===== config.mk =====
export PLATFORM = sky130hd
export DESIGN_NAME = json_object_array_scanner
export DESIGN_NICKNAME = d
export VERILOG_FILES = /design/src/jsoas_pkg.sv /design/src/json_object_array_scanner.sv /design/src/jsoas_step.sv
export SDC_FILE = /design/constraint.sdc
export NUM_CORES = 1
export LEC_CHECK = 0
export ABC_AREA = 1
export BUFFER_PORTS_ARGS = -buffer_cell sky130_fd_sc_hd__buf_4
export CORE_ASPECT_RATIO = 0.8
export CORE_MARGIN = 2
export CORE_UTILIZATION = 25
export CTS_BUF_LIST = sky130_fd_sc_hd__clkbuf_2 sky130_fd_sc_hd__clkbuf_4 sky130_fd_sc_hd__clkbuf_8
export DETAILED_ROUTE_END_ITERATION = 8
export GPL_ROUTABILITY_DRIVEN = 0
export MAX_ROUTING_LAYER = met4
export SYNTH_ARGS = -nofsm -noshare
export SYNTH_HDL_FRONTEND = slang
export SYNTH_HIERARCHICAL = 1
export SYNTH_SLANG_ARGS = --single-unit

===== constraint.sdc =====
create_clock -name i_clk -period 4.55 [get_ports i_clk]
set_clock_uncertainty 0.2 [all_clocks]
set_input_delay 0.455 -clock i_clk [delete_from_list [all_inputs] [get_ports i_clk]]
set_output_delay 0.455 -clock i_clk [all_outputs]
set_load 0.005 [all_outputs]

===== src/jsoas_pkg.sv =====
// Shared types, character codes and helpers for the JSON object array scanner.
`default_nettype none

package jsoas_pkg;

    localparam int BYTE_W  = 8;
    localparam int KIND_W  = 2;
    localparam int STATE_W = 4;
    localparam int OUT_TDATA_W = 16;

    localparam logic [BYTE_W-1:0] CH_LBRACKET = 8'h5B;
    localparam logic [BYTE_W-1:0] CH_LBRACE   = 8'h7B;
    localparam logic [BYTE_W-1:0] CH_QUOTE    = 8'h22;
    localparam logic [BYTE_W-1:0] CH_COLON    = 8'h3A;
    localparam logic [BYTE_W-1:0] CH_COMMA    = 8'h2C;
    localparam logic [BYTE_W-1:0] CH_RBRACE   = 8'h7D;
    localparam logic [BYTE_W-1:0] CH_RBRACKET = 8'h5D;
    localparam logic [BYTE_W-1:0] CH_DOT      = 8'h2E;
    localparam logic [BYTE_W-1:0] CH_SPACE    = 8'h20;
    localparam logic [BYTE_W-1:0] CH_ZERO     = 8'h30;
    localparam logic [BYTE_W-1:0] CH_NINE     = 8'h39;

    typedef enum logic [STATE_W-1:0] {
        ST_OPEN_ARRAY  = 4'd0,
        ST_OPEN_OBJECT = 4'd1,
        ST_KEY_QUOTE   = 4'd2,
        ST_IN_KEY      = 4'd3,
        ST_COLON       = 4'd4,
        ST_VALUE       = 4'd5,
        ST_IN_STRING   = 4'd6,
        ST_IN_NUMBER   = 4'd7,
        ST_AFTER_VALUE = 4'd8,
        ST_AFTER_OBJ   = 4'd9,
        ST_TAIL        = 4'd10
    } t_scan_state;

    typedef enum logic [KIND_W-1:0] {
        KIND_OTHER  = 2'd0,
        KIND_KEY    = 2'd1,
        KIND_STRING = 2'd2,
        KIND_NUMBER = 2'd3
    } t_byte_kind;

    typedef struct packed {
        t_scan_state state;
        logic        dot_seen;
        logic        error_latched;
    } t_scan;

    typedef struct packed {
        t_byte_kind        byte_kind;
        logic [BYTE_W-1:0] data_byte;
        logic              key_end;
        logic              value_end;
        logic              value_is_number;
        logic              object_end;
        logic              array_end;
        logic              accepted;
        logic              error;
    } t_result;

    function automatic logic is_digit(input logic [BYTE_W-1:0] c);
        return (c >= CH_ZERO) && (c <= CH_NINE);
    endfunction

endpackage

`default_nettype wire


===== src/json_object_array_scanner.sv =====
// Top level of the JSON object array scanner: input register, scan logic, result register.
`default_nettype none

// Streaming checker for a text that is an array of flat JSON objects whose members
// are a quoted key and a quoted string or unsigned number. Each input beat carries one
// text byte, or with tlast high the end of the text, and gives exactly one result beat
// that marks the byte's role, key, value, object and array ends, and at end of text
// the verdict (accepted or error). The block takes one beat per clock cycle unless the
// receiver holds back a result beat: the byte is registered, one pass through the scan
// logic updates the scan state and fills the result register. Only the scan state, a dot
// flag and the error flag carry from one byte to the next.
module json_object_array_scanner (
    input  wire                                   i_clk,
    input  wire                                   i_rst_n,
    input  wire                                   i_s_axis_tvalid,
    output logic                                  o_s_axis_tready,
    // [7:0] text_byte
    input  wire [jsoas_pkg::BYTE_W-1:0]           i_s_axis_tdata,
    // end_of_text
    input  wire                                   i_s_axis_tlast,
    output logic                                  o_m_axis_tvalid,
    input  wire                                   i_m_axis_tready,
    // [7:0] data_byte, [8] key_end, [9] value_end, [10] value_is_number,
    // [11] object_end, [12] array_end, [13] accepted, [14] error, [15] zero
    output logic [jsoas_pkg::OUT_TDATA_W-1:0]     o_m_axis_tdata,
    // [1:0] byte_kind
    output logic [jsoas_pkg::KIND_W-1:0]          o_m_axis_tuser
);
    import jsoas_pkg::*;

    logic              r_in_valid;
    logic [BYTE_W-1:0] r_in_byte;
    logic              r_in_last;
    logic              r_out_valid;
    t_result           r_out;
    t_scan             r_scan;
    t_scan             n_scan;
    t_result           n_out;
    logic              advance;

    // The input stage moves on when the result register is empty or being drained.
    assign advance         = r_in_valid && (!r_out_valid || i_m_axis_tready);
    assign o_s_axis_tready = !r_in_valid || advance;

    jsoas_step u_step (
        .i_scan        (r_scan),
        .i_text_byte   (r_in_byte),
        .i_end_of_text (r_in_last),
        .o_scan        (n_scan),
        .o_result      (n_out)
    );

    always_ff @(posedge i_clk) begin
        if (!i_rst_n) begin
            r_in_valid           <= 1'b0;
            r_out_valid          <= 1'b0;
            r_scan.state         <= ST_OPEN_ARRAY;
            r_scan.dot_seen      <= 1'b0;
            r_scan.error_latched <= 1'b0;
        end else begin
            if (o_s_axis_tready) r_in_valid <= i_s_axis_tvalid;
            if (advance) begin
                r_out_valid <= 1'b1;
                r_scan      <= n_scan;
            end else if (i_m_axis_tready) begin
                r_out_valid <= 1'b0;
            end
        end
    end

    always_ff @(posedge i_clk) begin
        if (o_s_axis_tready && i_s_axis_tvalid) begin
            r_in_byte <= i_s_axis_tdata;
            r_in_last <= i_s_axis_tlast;
        end
        if (advance) r_out <= n_out;
    end

    assign o_m_axis_tvalid = r_out_valid;
    assign o_m_axis_tuser  = r_out.byte_kind;
    assign o_m_axis_tdata  = {1'b0, r_out.error, r_out.accepted, r_out.array_end,
                              r_out.object_end, r_out.value_is_number, r_out.value_end,
                              r_out.key_end, r_out.data_byte};

    a_verdict_exclusive: assert property (@(posedge i_clk) disable iff (!i_rst_n)
        r_out_valid |-> !(r_out.accepted && r_out.error))
        else $error("result beat is both accepted and in error");

    a_marks_without_error: assert property (@(posedge i_clk) disable iff (!i_rst_n)
        (r_out_valid && (r_out.key_end || r_out.value_end || r_out.object_end
                         || r_out.array_end || (r_out.byte_kind != KIND_OTHER)))
        |-> !r_out.error)
        else $error("role marks set on an error beat");

    a_error_sticky: assert property (@(posedge i_clk) disable iff (!i_rst_n)
        (advance && !r_in_last && r_scan.error_latched) |=> r_scan.error_latched)
        else $error("error flag cleared before end of text");

    a_restart_after_end: assert property (@(posedge i_clk) disable iff (!i_rst_n)
        (advance && r_in_last)
        |=> (r_scan.state == ST_OPEN_ARRAY) && !r_scan.error_latched
            && (r_out.error != r_out.accepted))
        else $error("scan did not restart after end of text");

endmodule

`default_nettype wire


===== src/jsoas_step.sv =====
// Next-state and result logic for one text byte of the scanner.
`default_nettype none

module jsoas_step (
    input  wire jsoas_pkg::t_scan             i_scan,
    input  wire [jsoas_pkg::BYTE_W-1:0]       i_text_byte,
    input  wire                               i_end_of_text,
    output jsoas_pkg::t_scan                  o_scan,
    output jsoas_pkg::t_result                o_result
);
    import jsoas_pkg::*;

    t_scan_state s;
    logic        dot;
    logic        bad;
    t_byte_kind  kind;
    logic        kend, vend, vnum, oend, aend;

    always_comb begin
        s    = i_scan.state;
        dot  = i_scan.dot_seen;
        bad  = 1'b0;
        kind = KIND_OTHER;
        kend = 1'b0;
        vend = 1'b0;
        vnum = 1'b0;
        oend = 1'b0;
        aend = 1'b0;

        unique case (i_scan.state)
            ST_OPEN_ARRAY: begin
                if (i_text_byte == CH_LBRACKET) s = ST_OPEN_OBJECT;
                else if (i_text_byte != CH_SPACE) bad = 1'b1;
            end
            ST_OPEN_OBJECT: begin
                if (i_text_byte == CH_LBRACE) s = ST_KEY_QUOTE;
                else if (i_text_byte != CH_SPACE) bad = 1'b1;
            end
            ST_KEY_QUOTE: begin
                if (i_text_byte == CH_QUOTE) s = ST_IN_KEY;
                else if (i_text_byte != CH_SPACE) bad = 1'b1;
            end
            ST_IN_KEY: begin
                if (i_text_byte == CH_QUOTE) begin
                    kend = 1'b1;
                    s    = ST_COLON;
                end else if (i_text_byte == CH_SPACE) begin
                    bad = 1'b1;
                end else begin
                    kind = KIND_KEY;
                end
            end
            ST_COLON: begin
                if (i_text_byte == CH_COLON) s = ST_VALUE;
                else if (i_text_byte != CH_SPACE) bad = 1'b1;
            end
            ST_VALUE: begin
                if (i_text_byte == CH_QUOTE) begin
                    s = ST_IN_STRING;
                end else if (is_digit(i_text_byte)) begin
                    kind = KIND_NUMBER;
                    dot  = 1'b0;
                    s    = ST_IN_NUMBER;
                end else if (i_text_byte != CH_SPACE) begin
                    bad = 1'b1;
                end
            end
            ST_IN_STRING: begin
                if (i_text_byte == CH_QUOTE) begin
                    vend = 1'b1;
                    s    = ST_AFTER_VALUE;
                end else begin
                    kind = KIND_STRING;
                end
            end
            ST_IN_NUMBER: begin
                if (is_digit(i_text_byte)) begin
                    kind = KIND_NUMBER;
                end else if (i_text_byte == CH_DOT && !i_scan.dot_seen) begin
                    kind = KIND_NUMBER;
                    dot  = 1'b1;
                end else if (i_text_byte == CH_SPACE) begin
                    vend = 1'b1;
                    vnum = 1'b1;
                    s    = ST_AFTER_VALUE;
                end else if (i_text_byte == CH_COMMA) begin
                    vend = 1'b1;
                    vnum = 1'b1;
                    s    = ST_KEY_QUOTE;
                end else if (i_text_byte == CH_RBRACE) begin
                    vend = 1'b1;
                    vnum = 1'b1;
                    oend = 1'b1;
                    s    = ST_AFTER_OBJ;
                end else begin
                    bad = 1'b1;
                end
            end
            ST_AFTER_VALUE: begin
                if (i_text_byte == CH_COMMA) begin
                    s = ST_KEY_QUOTE;
                end else if (i_text_byte == CH_RBRACE) begin
                    oend = 1'b1;
                    s    = ST_AFTER_OBJ;
                end else if (i_text_byte != CH_SPACE) begin
                    bad = 1'b1;
                end
            end
            ST_AFTER_OBJ: begin
                if (i_text_byte == CH_COMMA) begin
                    s = ST_OPEN_OBJECT;
                end else if (i_text_byte == CH_RBRACKET) begin
                    aend = 1'b1;
                    s    = ST_TAIL;
                end else if (i_text_byte != CH_SPACE) begin
                    bad = 1'b1;
                end
            end
            ST_TAIL: begin
                if (i_text_byte != CH_SPACE) bad = 1'b1;
            end
            default: begin
                bad = 1'b1;
            end
        endcase

        o_result = '0;
        if (i_end_of_text) begin
            // The verdict beat; the scan then restarts from its reset values.
            o_result.accepted = !i_scan.error_latched && (i_scan.state == ST_TAIL);
            o_result.error    = !o_result.accepted;
            o_scan.state         = ST_OPEN_ARRAY;
            o_scan.dot_seen      = 1'b0;
            o_scan.error_latched = 1'b0;
        end else if (i_scan.error_latched || bad) begin
            o_result.error = 1'b1;
            o_scan         = i_scan;
            o_scan.error_latched = 1'b1;
        end else begin
            o_result.byte_kind       = kind;
            o_result.data_byte       = (kind != KIND_OTHER) ? i_text_byte : '0;
            o_result.key_end         = kend;
            o_result.value_end       = vend;
            o_result.value_is_number = vnum;
            o_result.object_end      = oend;
            o_result.array_end       = aend;
            o_scan.state         = s;
            o_scan.dot_seen      = dot;
            o_scan.error_latched = 1'b0;
        end
    end

endmodule

`default_nettype wire


**Word-level counts from Yosys, hierarchy flattened**

Index checks and enable logic that the tools add are counted.

- Flip-flop bits (word level): 34
- Output and inout port bits: 20
- Logic and storage cells: 148
- Bits of input ports: 13

- Magnitude comparators: 2
- Bitwise gates (word level): 4
- Muxes and demuxes: 67
- Eq/ne operators: 34
- Reduce and logical (&&, ||, !) cells: 25

Operator list:

| cell | number |
|---|---|
| 4-bit 2-to-1 mux | 15 |
| 8-bit by 6-bit equality test with 1-bit output, second input constant | 5 |
| 4-bit one-hot mux with 10 select lines | 1 |
| 1-bit 2-to-1 mux | 38 |
| 8-bit by 7-bit equality test with 1-bit output, second input constant | 4 |
| 3-bit by 2-bit inequality test with 1-bit output, second input constant | 8 |
| 4-bit by 3-bit equality test with 1-bit output, second input constant | 4 |
| 13-bit AND reduction | 1 |
| 4-bit equality test, second input constant | 3 |
| 2-bit 2-to-1 mux | 6 |
| 6-bit 2-to-1 mux | 2 |
| 1-bit one-hot mux with 11 select lines | 1 |
| 11-bit nonzero test | 1 |
| 3-bit inequality test, second input constant | 3 |
| 3-bit OR reduction | 3 |
| 4-bit by 2-bit equality test with 1-bit output, second input constant | 2 |
| 8-bit by 6-bit greater-or-equal comparator with 1-bit output, second input constant | 1 |
| 8-bit by 6-bit less-or-equal comparator with 1-bit output, second input constant | 1 |
| 4-bit by 2-bit inequality test with 1-bit output, second input constant | 2 |
| 8-bit by 6-bit inequality test with 1-bit output, second input constant | 1 |
| 2-bit one-hot mux with 4 select lines | 1 |
| 7-bit AND reduction | 1 |
| 1-bit one-hot mux with 2 select lines | 3 |
| 1-bit logical AND | 5 |
| other kinds (10) | 20 |

**Longest topological paths before layout**

Gate-level depths: netlist (run 1).

- Depth in word-level cells: 10
- Mapped depth: 17
- Mapped depth without buffers: 17

**Cells and area by module**

Netlist (run 1), hierarchy kept.

By module, submodules not included:

| module | seq. area each (um2) | area an instance (um2) | cells each | instances |
|---|---|---|---|---|
| json_object_array_scanner | 940.9 | 1166.1 | 79 | 1 |
| jsoas_step | 0.0 | 1019.7 | 212 | 1 |

**Least setup slack after synthesis (run 1)**

OpenSTA, ideal clock, no wires.

- Path kind: reg-to-reg
- From: register r_in_valid
- To: register r_out, in the netlist o_m_axis_tdata[0], enable pin
- Stages on the path, launching flop included: 4
- Setup time: 0.397 ns
- Path buffers: 1
- Period minus slack after synthesis: 2.042 ns
- Data arrival time: 1.445 ns
- Required time: 3.953 ns
- Path slack: 2.508 ns
- Path through: dfxtp_1 buf_6 inv_1 a21oi_1

- Longest elaborated chain between the ends: 1

Ends and longest elaborated chain:

| element | line | RTL |
|---|---|---|
| from (decl) | json_object_array_scanner.sv:31 | `logic r_in_valid;` |
| from (signal assigned) | json_object_array_scanner.sv:61 | `if (o_s_axis_tready) r_in_valid <= i_s_axis_tvalid;` |
| 1-bit logical AND | json_object_array_scanner.sv:42 | `assign advance = r_in_valid && (!r_out_valid \|\| i_m_axis_tready);` |
| net advance | json_object_array_scanner.sv:39 | `logic advance;` |
| to (signal assigned) | json_object_array_scanner.sv:76 | `if (advance) r_out <= n_out;` |
| to (decl) | json_object_array_scanner.sv:35 | `t_result r_out;` |

The timed path passes the listed nets, and every way through them passes these cells.
A chain may end at the register's enable or synchronous reset.

==> reports/qor.yml, run 1 <==
clock_tree:
  ctsHoldBuffers: 0
  clock_path_buffers: 2
  cts_setup_buffers: 0
  cts_resized: 0
  cts_tree: "built"
  cts_root_buffer: "clkbuf_8"
  clk_pin_slew_ps: 70
  insertion_delay_ps: 280
  htree_levels: 2
  cts_sinks: 34
  cts_made_buffers: 5
critical_path:
  start_kind: "flip-flop"
  slowest_delay_ps: 480
  crit_path_end_kind: "flip-flop"
  crit_required_ps: 4580
  critPathBufInv: 2
  crit_chain: "inv_2, nand2_2, nor2_8, nand2_2, nand2_1, nor2_1, nor2_1, nand3_1, nand2_2, nand4_4, o21ai_0, inv_1, nand3_2, nand2_1, nor2_1"
  crit_family: "simple AND/OR/NAND/NOR gates"
  cp_max_fo: 16
  criticalPathCategory: "flip-flop to flip-flop"
  critPathArrivalTime_ps: 2530
  critPathSlowestCell: "edfxtp_1"
grt:
  grt_pass1_vias: 1709
  track_usage_pct: 11.5
  grt_pass1_wl_microns: 8250
  grt-ovfl-total: 0
  grt_max_degree: 18
  antenna_found_initial: 0
synthesis:
  synth_enable_flop_cells: 26
  synthTopCellsByCount: "nand2_1, nor2_1, inv_1"
  yosysWarnings: 6
  async_flop_share_pct: 0
  synthCells: 291
  synth_ff_type: "edfxtp_1"
  synth_area_sq_um: 2190
  synth.area.top_cells: "edfxtp_1, nand2_1, nor2_1"
  synthDistinctLibCells: 29
  syn_nets: 304
  syn_area_per_cell_sq_um: 7.51
  synth_top_area_share_pct: 35.7
  seq_area_frac_synth_pct: 43.0
  ys_ff_latch: 34
  synth.most_common_cell: "nand2_1"
  yosysTopAreaCell: "edfxtp_1"
pwr:
  power_density_nw_per_um2: 279
  finalPower_w: 0.000730
  ir_worst_vdd_mv: 0.0975
  p_leak_nw: 1.14
drt:
  routed_wl_microns: 5110
  drc: 0
  via_per_inst: 4.61
  drt_iter0_markers: 218
  via_count: 2025
  antenna_left: 0
  dr.pass1.iters: 6
  wl_per_cell_microns: 11.6
placement:
  placed_area_sq_um: 2520
  io_buffers: 31
  dpl.hpwl_microns: 3900
cells_and_area:
  final_area_sq_um: 2620
  fin_util_pct: 30.9
  register_area_sq_um: 941
  fillers: 925
  nNetsFinal: 339
  multi_input_area_sq_um: 1040
  area_delta_synth_final_pct: 19.9
  drive_gt1_share_pct: 25.1
  diodes: 0
floorplan:
  start_util_pct: 25.8
  die_y_microns: 87.6
  rows: 30
  fp.coreArea_sq_um: 8480
  dieArea_sq_um: 9510
  die_w_microns: 109
  io_pins: 33
job:
  drv_cap: 0
sta:
  hold_viol: 0
  timing.fmax_mhz: 400
  layout_min_cycle_time_ps: 2500
  finalSetupViolCount: 0
  fin_setup_tns_ps: 0
  period_share_pct: 55.0
  max_slew_margin_pct: 63.4
  tightestPinTransition_ps: 547
  rsz0062_at_grt: "no"
  slew_violations: 0
hold_path:
  min_path_type: "input pin to flip-flop"
status:
  outcome: "finished clean"
==> per-layer routing <==
metal	vias up	GRT usage [%]	share of wire (%)
li1	1001	-	-
met1	912	15.6	48
met2	102	15.7	41
met3	10	3.94	9.5
met4	0	4.20	1.4
met5	-	-	0
==> worst register-to-register path, cell delays in order, from the launching register on <==
cell and delay [ps]:
edfxtp_1 480, inv_2 90, nand2_2 90, nor2_8 140, nand2_2 110, nand2_1 140
nor2_1 60, nor2_1 120, nand3_1 100, nand2_2 130, nand4_4 270, o21ai_0 250
inv_1 70, nand3_2 60, nand2_1 50, nor2_1 70
==> state kept, by name (all words and copies together) (netlist names) <==
name,count
r_in_last,1
o_m_axis_tvalid,1
r_scan,6
o_m_axis_tuser,2
o_m_axis_tdata,15
r_in_byte,8
r_in_valid,1
==> area by class of cell <==
cell class / count / share of cell area (%)
flip-flops and latches: 34 / 35.9
repair buffers: 32 / 9.17
inverters: 44 / 6.30
multi-input cells: 209 / 39.6
clock inverters: 1 / 0.191
clock buffers: 7 / 3.44
well taps: 112 / 5.35
==> path summary, 6_finish.rpt <==
kind / startpoint / to / slack, ps / cells after the start
max: r_in_byte[6] / r_scan[3] / 2050 / 15
min: i_s_axis_tdata[0] / r_in_byte[0] / 140 / 1
max reg2reg: r_in_byte[6] / r_scan[3] / 2050 / 15
min reg2reg: r_scan[4] / r_scan[4] / 320 / 2
==> power by group <==
group | leakage [nW] | internal (W) | switching (W)
combinational | 0.762 | 0.0000458 | 0.0000850
clock | 0.0517 | 0.000128 | 0.000108
sequential | 0.325 | 0.000349 | 0.0000142
==> cells in the final DEF (no fill, tap or decap), types with 4 or more instances in the layout <==
cell | synthesis | final
inv_2 | 5 | 5
o21ai_0 | 9 | 9
nand3_2 | 5 | 5
inv_1 | 39 | 39
edfxtp_1 | 26 | 26
nand3_1 | 17 | 17
clkbuf_8 | 0 | 6
nor2_1 | 47 | 47
dfxtp_1 | 8 | 8
nor2_2 | 14 | 14
nand2_1 | 70 | 70
a21oi_1 | 15 | 15
nand2_2 | 10 | 10
nor3_1 | 4 | 4
buf_4 | 1 | 32
nand4_1 | 5 | 5
==> stage by stage <==
step | cells | hold WS, ps | worst slack [ps]
final | 439 | 142 | 2050
after global routing | 439 | 124 | 1910
after CTS | 439 | 130 | 2070
after detailed placement | 431 | 311 | 2090
after global placement | 431 | 294 | 2110
after floorplan | 291 | 274 | 2510
==> logic make-up after synthesis <==
kind of cell | Yosys count | synth area share, %
other | 1 | 0.172
flip-flops | 34 | 43.0
AND/OR/NAND/NOR | 182 | 41.2
AO/OA/AOI/OAI | 26 | 6.12
buffers and inverters | 48 | 9.44
Power figures use the tool's default switching activity.
==> inputs of run 2 (changes only) <==
- clock period: 4.55 -> 2.2 ns (I/O delays scaled with it)
==> run 2 against run 1 <==
Compared with the run above: the run now ends with negative setup slack left; combinational power increased to 2.9 times the previous value; worst setup slack got worse by 2100 ps; first-iteration DRC count decreased by 4.6%; largest cell class unchanged; highest routed layer unchanged.
==> reports/qor.yml, run 2 (synthesis gave the netlist of run 1 again) <==
pwr:
  p_leak_nw: 1.36  # was 1.14 nW
  ir_worst_vdd_mv: 0.183  # was 0.0975 mV
  finalPower_w: 0.00159  # was 0.000730 W
  power_density_nw_per_um2: 517  # was 279 nW/um^2
placement:
  pre_cts_slack_ps: -154  # was 2090 ps
  placed_cells: 445  # was 431
  dpl.hpwl_microns: 4000  # was 3900 microns
  io_buffers: 31  # unchanged
  placed_area_sq_um: 2640  # was 2520 sq um
floorplan:
  io_pins: 33  # unchanged
  rows: 30  # unchanged
  fp.coreArea_sq_um: 8480  # unchanged
  dieArea_sq_um: 9510  # unchanged
  die_y_microns: 87.6  # unchanged
  start_util_pct: 25.8  # unchanged
  die_w_microns: 109  # unchanged
clock_tree:
  clk_pin_slew_ps: 70  # about the same
  insertion_delay_ps: 290  # was 280 ps
  cts_root_buffer: "clkbuf_8"  # unchanged
  cts_made_buffers: 5  # unchanged
  clock_path_buffers: 2  # unchanged
  cts_sinks: 34  # unchanged
  cts_tree: "built"  # unchanged
  htree_levels: 2  # unchanged
critical_path:
  crit_family: "simple AND/OR/NAND/NOR gates"  # unchanged
  critPathLaunch: "r_in_byte[3]"  # was r_in_byte[6]
  cp_max_fo: 6  # was 16
  r2r_cells: 17  # was 15
  crit_path_end_kind: "flip-flop"  # unchanged
  criticalPathCategory: "flip-flop to flip-flop"  # unchanged
  rrSetupSlack_ps: -70  # was 2050 ps
  critPathArrivalTime_ps: 2290  # was 2530 ps
  crit_required_ps: 2230  # was 4580 ps
  crit_chain: "buf_4, buf_4, nand2_1, nand2_1, nand2_1, nand2_4, nand2_2, nand3_2, nand2_4, nand3_4, nand2_2, nand2_1, nor2_1, inv_1, nand3_2, nand2_1, nor2_1"  # was inv_2, nand2_2, nor2_8, nand2_2, nand2_1, nor2_1, nor2_1, nand3_1, nand2_2, nand4_4, o21ai_0, inv_1, nand3_2, nand2_1, nor2_1
  start_kind: "flip-flop"  # unchanged
  slowest_delay_ps: 500  # was 480 ps
  critPathBufInv: 3  # was 2
  r2r-start: "r_in_byte[3]"  # was r_in_byte[6]
  critPathSlowestCell: "edfxtp_1"  # unchanged
  cpMostUsedCell: "nand2_1"
  r2r_end: "r_scan[5]"  # was r_scan[3]
cells_and_area:
  register_area_sq_um: 941  # unchanged
  fillers: 894  # was 925
  drive_gt1_share_pct: 37.0  # was 25.1%
  fin_cells: 480  # was 439
  area_delta_synth_final_pct: 40.8  # was 19.9%
  largest_reg_flops: 15  # unchanged
  nNetsFinal: 380  # was 339
  final_area_sq_um: 3080  # was 2620 sq um
  fin_util_pct: 36.3  # was 30.9%
  diodes: 0  # unchanged
  final_cell_mix: "nand2_1, buf_4, nor2_1"  # was nand2_1, nor2_1, inv_1
  multi_input_area_sq_um: 1160  # was 1040 sq um
grt:
  antenna_found_initial: 0  # unchanged
  grt_pass1_wl_microns: 9100  # was 8250 microns
  grt_max_degree: 18  # unchanged
  grt-ovfl-total: 0  # unchanged
  grt_pass1_vias: 1949  # was 1709
  track_usage_pct: 12.6  # was 11.5%
sta:
  timing.fmax_mhz: 441  # was 400 MHz
  finalSetupViolCount: 14  # was 0
  tightestPinTransition_ps: 572  # was 547 ps
  hold_viol: 0  # unchanged
  layout_min_cycle_time_ps: 2270  # was 2500 ps
  period_share_pct: 103  # was 55.0%
  rsz0062_at_grt: "yes"  # was no
  slew_violations: 0  # unchanged
  fin_ws_ps: -66.4  # was 2050 ps
  max_slew_margin_pct: 61.5  # was 63.4%
hold_path:
  min_path_type: "input pin to flip-flop"  # unchanged
  holdPathStages: 3  # was 1
  hp-start: "i_rst_n"  # was i_s_axis_tdata[0]
  min_to: "r_scan[1]"  # was r_in_byte[0]
drt:
  routed_wl_microns: 5630  # was 5110 microns
  drt_iter0_markers: 208  # was 218
  via_count: 2177  # was 2025
  drc: 0  # unchanged
  dr.pass1.iters: 5  # was 6
  antenna_left: 0  # unchanged
  via_per_inst: 4.54  # was 4.61
  wl_per_cell_microns: 11.7  # was 11.6 microns
status:
  failed_checks: "negative setup slack"
  outcome: "finished, violations left"  # was finished clean
job:
  drv_cap: 0  # unchanged
## run 2: where the power goes
group | internal (W) | switching (W)
combinational | 0.000161 | 0.000223
sequential | 0.000721 | 0.0000226
clock | 0.000230 | 0.000234
total | 0.00111 | 0.000480
## run 2: repair_timing
action                                  in CTS  in global routing
hold buffers                                10                  0
endpoints found under the hold margin       10                  0
resized for setup                           16                 21
endpoints found under the setup margin      19                 22
setup buffers                               14                  3
gates cloned                                 0                  0
pin swaps                                   12                 14
## run 2: cell type report
class	instances	share of cell area, %
clock buffers	6	2.48
clock inverters	2	0.285
inverters	44	5.37
multi-input cells	209	37.7
flip-flops and latches	34	30.6
well taps	112	4.55
repair buffers	73	19.0
## run 2: stage by stage
stage	hold WS, ps	TNS, ps
finish	8.53	-356
global placement	201	-397
floorplan	119	0
global route	13.5	-4020
detailed placement	199	-681
CTS	2.00	-110
## run 2: tightest hold or removal path, stage by stage
cell	delay [ps]
buf_4	140
nand2_1	60
nor2_1	30
## run 2: worst max-delay path by stage
| stage | endpoint | cells after the start |
|---|---|---|
| 2_1_floorplan | o_m_axis_tdata[0] | 3 |
| 3_3_place_gp | r_scan[1] | 16 |
| 3_5_place_dp | r_scan[1] | 16 |
| 4_1_cts | r_scan[5] | 17 |
| 5_1_grt | r_scan[5] | 17 |
| 6_report | r_scan[5] | 17 |
## run 2: per-layer routing
| layer | global-route usage (%) | wire [microns] | vias to the layer above |
|---|---|---|---|
| met4 | 5.01 | 114 | 0 |
| met2 | 19.0 | 2510 | 92 |
| met5 | - | 0 | - |
| li1 | - | - | 1086 |
| met1 | 16.1 | 2590 | 989 |
| met3 | 3.13 | 422 | 10 |
